### src/sv/assert_macros.svh
// assertion macros for the rtl files
`ifndef ASSERT_MACROS_SVH
`define ASSERT_MACROS_SVH

// checked at every rising clock edge outside reset
`define SAS_ASSERT(lbl, prop, msg) \
    lbl: assert property (@(posedge clk) disable iff (!rst_n) prop) else $error(msg);

// checked at every rising clock edge, also during reset
`define SAS_ASSERT_ALWAYS(lbl, prop, msg) \
    lbl: assert property (@(posedge clk) prop) else $error(msg);

`endif

### src/sv/sas_ram.sv
// generic simple dual-port ram with registered read
module sas_ram #(
    parameter int WIDTH = 8,
    parameter int DEPTH = 16
) (
    input  logic                                          clk,
    input  logic                                          we,
    input  logic [((DEPTH > 1) ? $clog2(DEPTH) : 1)-1:0] waddr,
    input  logic [WIDTH-1:0]                              wdata,
    input  logic [((DEPTH > 1) ? $clog2(DEPTH) : 1)-1:0] raddr,
    output logic [WIDTH-1:0]                              rdata
);

    logic [WIDTH-1:0] mem [DEPTH];

    always_ff @(posedge clk)
    begin
        if (we)
        begin
            mem[waddr] <= wdata;
        end
        rdata <= mem[raddr];
    end

endmodule

### config.mk
export PLATFORM = sky130hd
export DESIGN_NAME = sas_ram
export DESIGN_NICKNAME = d
export VERILOG_FILES = /design/src/sv/assert_macros.svh /design/src/sv/sas_ram.sv
export SDC_FILE = /design/constraint.sdc
export NUM_CORES = 1
export LEC_CHECK = 0
export BUFFER_PORTS_ARGS = -buffer_cell sky130_fd_sc_hd__buf_2
export CAP_MARGIN = 5
export CORE_MARGIN = 4
export CORE_UTILIZATION = 40
export CTS_CLUSTER_DIAMETER = 120
export DETAILED_ROUTE_END_ITERATION = 8
export HOLD_SLACK_MARGIN = 0.05
export PLACE_DENSITY = 0.59
export SLEW_MARGIN = 25
export SYNTH_ARGS = -nofsm -noshare
export SYNTH_HDL_FRONTEND = slang
export SYNTH_SLANG_ARGS = --single-unit
### constraint.sdc
create_clock -name clk -period 2.25 [get_ports clk]
set_input_delay 0.45 -clock clk [delete_from_list [all_inputs] [get_ports clk]]
set_output_delay 0.45 -clock clk [all_outputs]
set_load 0.005 [all_outputs]
==> metrics.csv, run 1 <==
metric,value,unit
layout_commonest_cell,edfxtp_1,
critPathMaxStageDelay,590,ps
slowest_stage,mux4_1,
slew_headroom,0.6174,
grt_util_met2,0.2214,
crit_path_end_kind,flop,
grt.busiest_layer,met2,
worst-path-buf-inv,2,
synth_area,0.005147,mm²
min_path_type,in2reg,
dieArea,0.01475,mm²
whs,424.4,ps
post-cts-setup-buffer-count,0,
io_pins,26,
path_delay_family,multiplexers,
synthToLayoutAreaGrowth,20.81,%
crit_type,in2reg,
postPlaceCellArea,0.005609,mm²
synth-seq-cells,136,
grtUsageMet3,0.04056,
io_buffer_count,25,
vias_per_cell,5.111,
clock-sinks,136,
finalWirelength,9633,µm
placed_cells,437,
n_antenna_cell,0,
syn_inst,229,
finalSetupTns,0,ps
worstPathRequired,2540,ps
outcome,finished clean,
cts_buffer_depth,2,
ant_nets,0,
gp_congestion,0.7367,
cts_hold_buf,0,
grt_antenna_before_repair,0,
rows,41,
hpwl,6394,µm
grt_first_pass_wirelength,14910,µm
fin_cells,469,
grt_pass1_vias,2486,
ir_drop,0.0005744,V
ys.warnings.count,0,
fin_crit,1532,ps
start_kind,input pin,
drc,0,
power_density,955.4,mW/mm²
route.vias.total,2397,
cts_tree,built,
grtUsageMet1,0.1885,
firstDrtPassIters,4,
fmax,652.7,MHz
crit_fanout,9,
ys_seq_area_frac,0.7778,
clk_pin_slew,60,ps
final_cell_mix,"edfxtp_1 (128), buf_2 (25), mux4_2 (18)",
grtUsageTotal,0.1430,
grt_max_degree,33,
htree_levels,4,
finClkSkew,8.020,ps
fin_area,0.006218,mm²
clkLatencyLatePin,420,ps
cts.repair.resized,0,
syn-num-nets,247,
hold_viol,0,
utilization,0.4928,
fin_nets,302,
period_share,0.6809,
arrival,1820,ps
yosysUniqueCellTypes,19,
cts_made_buffers,17,
crit_chain,buf_2 > buf_12 > mux4_1 > a22oi_1 > nand2_1,
die_w,121.4,µm
slew_violations,0,
drive_above_1_share,0.3131,
worst_slack,718.0,ps
worst-slew-pin-transition,571.8,ps
rsz0062_at_grt,false,
pre_cts_ws,289.8,ps
grt_overflow,0,
setup_viol,0,
start_util,0.4079,
power,5.941,mW
cap_violations,0,
power.leakage,2.108,nW
routedWlPerCell,20.54,µm
drt_iter0_drc,226,
cts-root-buf,clkbuf_16,
design.core.area,0.01262,mm²
syn_area_per_cell,22.48,µm²
fp.dieH,121.4,µm
## Yosys cell counts
master / number / share of area
and2b_1: 1 / 0.0015
edfxtp_1: 128 / 0.75
mux4_2: 18 / 0.079
and2_1: 1 / 0.0012
buf_2: 3 / 0.0029
nand3b_1: 2 / 0.0029
buf_6: 3 / 0.0066
nor3_1: 4 / 0.0039
nand2_1: 9 / 0.0066
nor2b_1: 1 / 0.0012
nand3_1: 1 / 0.00097
buf_4: 1 / 0.0015
nor2_1: 13 / 0.0095
or3b_2: 1 / 0.0017
nand2b_1: 2 / 0.0024
dfxtp_1: 8 / 0.031
clkdlybuf4s25_2: 3 / 0.0058
a22oi_1: 16 / 0.023
mux4_1: 14 / 0.071
## flip-flops by register name (all words and copies together), names as in the netlist
signal / count
mem: 128
rdata: 8
## kinds of logic (layout without fill, tap and decap cells)
family                 count (synthesis)  count (layout)  synth area share
AO/OA/AOI/OAI                         16              16           0.02334
buffers and inverters                 10              78           0.01677
flip-flops                           136             136            0.7778
multiplexers                          32              32            0.1502
AND/OR/NAND/NOR                       35              35           0.03184
## worst paths after layout
kind / from / to / slack, ps / depth (start not counted)
max: raddr[0] / rdata[1]$_DFF_P_ / 720 / 5
max reg2reg: mem[5][1]$_DFFE_PP_ / rdata[1]$_DFF_P_ / 880 / 3
min: wdata[2] / mem[9][2]$_DFFE_PP_ / 420 / 1
min reg2reg: mem[14][6]$_DFFE_PP_ / rdata[6]$_DFF_P_ / 670 / 3
## power by group
part           switching [mW]  internal, mW
Sequential             0.0153          2.83
Clock                   0.989          1.84
Combinational           0.145         0.121
Total                    1.15          4.79
## area by class of cell
type	instances	area, µm²
fill	1032	6401
sequential	136	4004
multi-input combinational	83	1057
clock buffer	18	429.2
timing repair buffer	46	332.8
tap	172	215.2
clock inverter	14	180.2
## layer usage
metal | vias up | part of all wire | wire length (µm)
met5 | - | 0 | 0
met4 | 0 | 0.018 | 172
met3 | 12 | 0.045 | 434
met2 | 56 | 0.50 | 4811
met1 | 1243 | 0.44 | 4214
li1 | 1086 | - | -
## worst register-to-register path, delay by kind of cell, from the launching register on
kind,cells,cell delay [ps]
AND/OR/NAND/NOR,1,100
AO/OA/AOI/OAI,1,240
multiplexers,1,550
flip-flops,1,360
(Power assumes the default switching activity.)
==> inputs of run 2 (changes only) <==
--- a/config.mk
+++ b/config.mk
@@ -12,7 +12,7 @@
 export CTS_CLUSTER_DIAMETER = 120
 export DETAILED_ROUTE_END_ITERATION = 8
 export HOLD_SLACK_MARGIN = 0.05
-export PLACE_DENSITY = 0.59
+export PLACE_DENSITY = 0.61
 export SLEW_MARGIN = 25
 export SYNTH_ARGS = -nofsm -noshare
 export SYNTH_HDL_FRONTEND = slang
==> constraint.sdc (replaced) <==
create_clock -name clk -period 1.4 [get_ports clk]
set_input_delay 0.28 -clock clk [delete_from_list [all_inputs] [get_ports clk]]
set_output_delay 0.28 -clock clk [all_outputs]
set_load 0.005 [all_outputs]
==> run 2 against run 1 <==
Non-clock buffer count increased by 5; routed wire length increased by 4.0%; clock power grew 51%; final area up 1.2%; final cell count up 0.85%; first-iteration DRC count is 6.2% lower; setup slack lost 640 ps; sequential share of layout area decreased by 0.79 points; hold slack worse by 170 ps; die area unchanged; via count up 2.5%; combinational power is 68% higher; critical path type is now reg2reg; critical endpoint is now rdata[6]$_DFF_P_.
==> metrics.csv, run 2 (synthesized netlist as in run 1, its figures left out) <==
metric,value,unit
outcome,finished clean,
ant_nets,0,
clock-sinks,136,
layout_commonest_cell,edfxtp_1,
worstPathRequired,1690,ps
drt_iter0_drc,212,
final_cell_mix,"edfxtp_1 (128), buf_2 (25), mux4_2 (18), buf_4 (18), clkbuf_16 (17)",
fin_crit,1326,ps
io_buffer_count,25,
grt_antenna_before_repair,0,
power.leakage,2.139,nW
cap_violations,0,
cts_hold_buf,0,
cts-root-buf,clkbuf_16,
fill_cells,1026,
largest_register,mem,
largest_register_ff_count,128,
crit_type,reg2reg,
rrSetupSlack,70,ps
rsz0062_at_grt,false,
grt_max_degree,26,
fmax,754.3,MHz
power,9.296,mW
cts.repair.resized,0,
min_path_type,in2reg,
worst-slew-pin-transition,824.9,ps
finalWirelength,10020,µm
hold_viol,0,
clk_pin_slew,60,ps
hpwl,6361,µm
fin_cells,473,
hold_depth,1,
grt_pass1_vias,2544,
n_antenna_cell,0,
reg2reg_depth,3,
dieArea,0.01475,mm²
grt_first_pass_wirelength,15790,µm
setup_viol,0,
cts_buffer_depth,2,
slew_headroom,0.4481,
arrival,1610,ps
biggestRegsByFlops,"mem x128, rdata x8",
htree_levels,4,
gp_congestion,0.7746,
crit_fanout,1,
grt_overflow,0,
placed_cells,442,
routedWlPerCell,21.19,µm
vias_per_cell,5.197,
slew_violations,0,
rows,41,
drc,0,
cts_made_buffers,17,
firstDrtPassIters,5,
start_kind,flop,
clkLatencyLatePin,410,ps
fin_nets,307,
crit_path_end_kind,flop,
finClkSkew,6.890,ps
cts_tree,built,
power_density,1476,mW/mm²
fp.dieH,121.4,µm
synthToLayoutAreaGrowth,22.31,%
ir_drop,0.0008449,V
grtUsageTotal,0.1523,
post-cts-setup-buffer-count,0,
route.vias.total,2458,
start_util,0.4079,
period_share,0.9470,
drive_above_1_share,0.3355,
design.core.area,0.01262,mm²
io_pins,26,
die_w,121.4,µm
run 2: worst max-delay path, stage by stage, from the launching register on:
cell and delay, ps:
edfxtp_1 370, mux4_2 460, a22oi_1 300, nand2_1 70
run 2: per-stage QoR:
stage                       util  hold WS (ps)  cell area (µm²)  setup slack, ps  setup TNS, ps
final                     0.4989         250.7             6296            74.25              0
after global placement    0.4539         657.2             5728           -248.8          -4234
after detailed placement  0.4539         659.4             5728           -235.5          -5120
after CTS                 0.4989         229.5             6296            66.59              0
after floorplan                -         378.9             5186           -16.47         -92.94
after global routing      0.4989         249.9             6296            11.01              0
run 2: worst paths after layout:
path,startpoint,endpoint
max reg2reg,mem[8][6]$_DFFE_PP_,rdata[6]$_DFF_P_
min reg2reg,mem[14][2]$_DFFE_PP_,rdata[2]$_DFF_P_
min,wdata[0],mem[12][0]$_DFFE_PP_
max,mem[8][6]$_DFFE_PP_,rdata[6]$_DFF_P_
run 2: metal layers:
layer,vias up,wire [µm],global-route usage
met5,-,0,0
met4,0,145,0.06022
met3,10,743,0.04522
met2,100,4795,0.2231
met1,1257,4339,0.2153
li1,1091,-,-
run 2: area by class of cell:
type	instances	area, µm²	area share
timing repair buffer	51	420.4	0.06677
clock inverter	11	131.4	0.02087
tap	172	215.2	0.03418
multi-input combinational	83	1089	0.1729
clock buffer	20	436.7	0.06936
sequential	136	4004	0.6359
run 2: power by group:
part | switching, mW | total [mW] | internal, mW
clock network | 1.51 | 4.27 | 2.76
logic | 0.241 | 0.448 | 0.207
registers | 0.0257 | 4.58 | 4.55
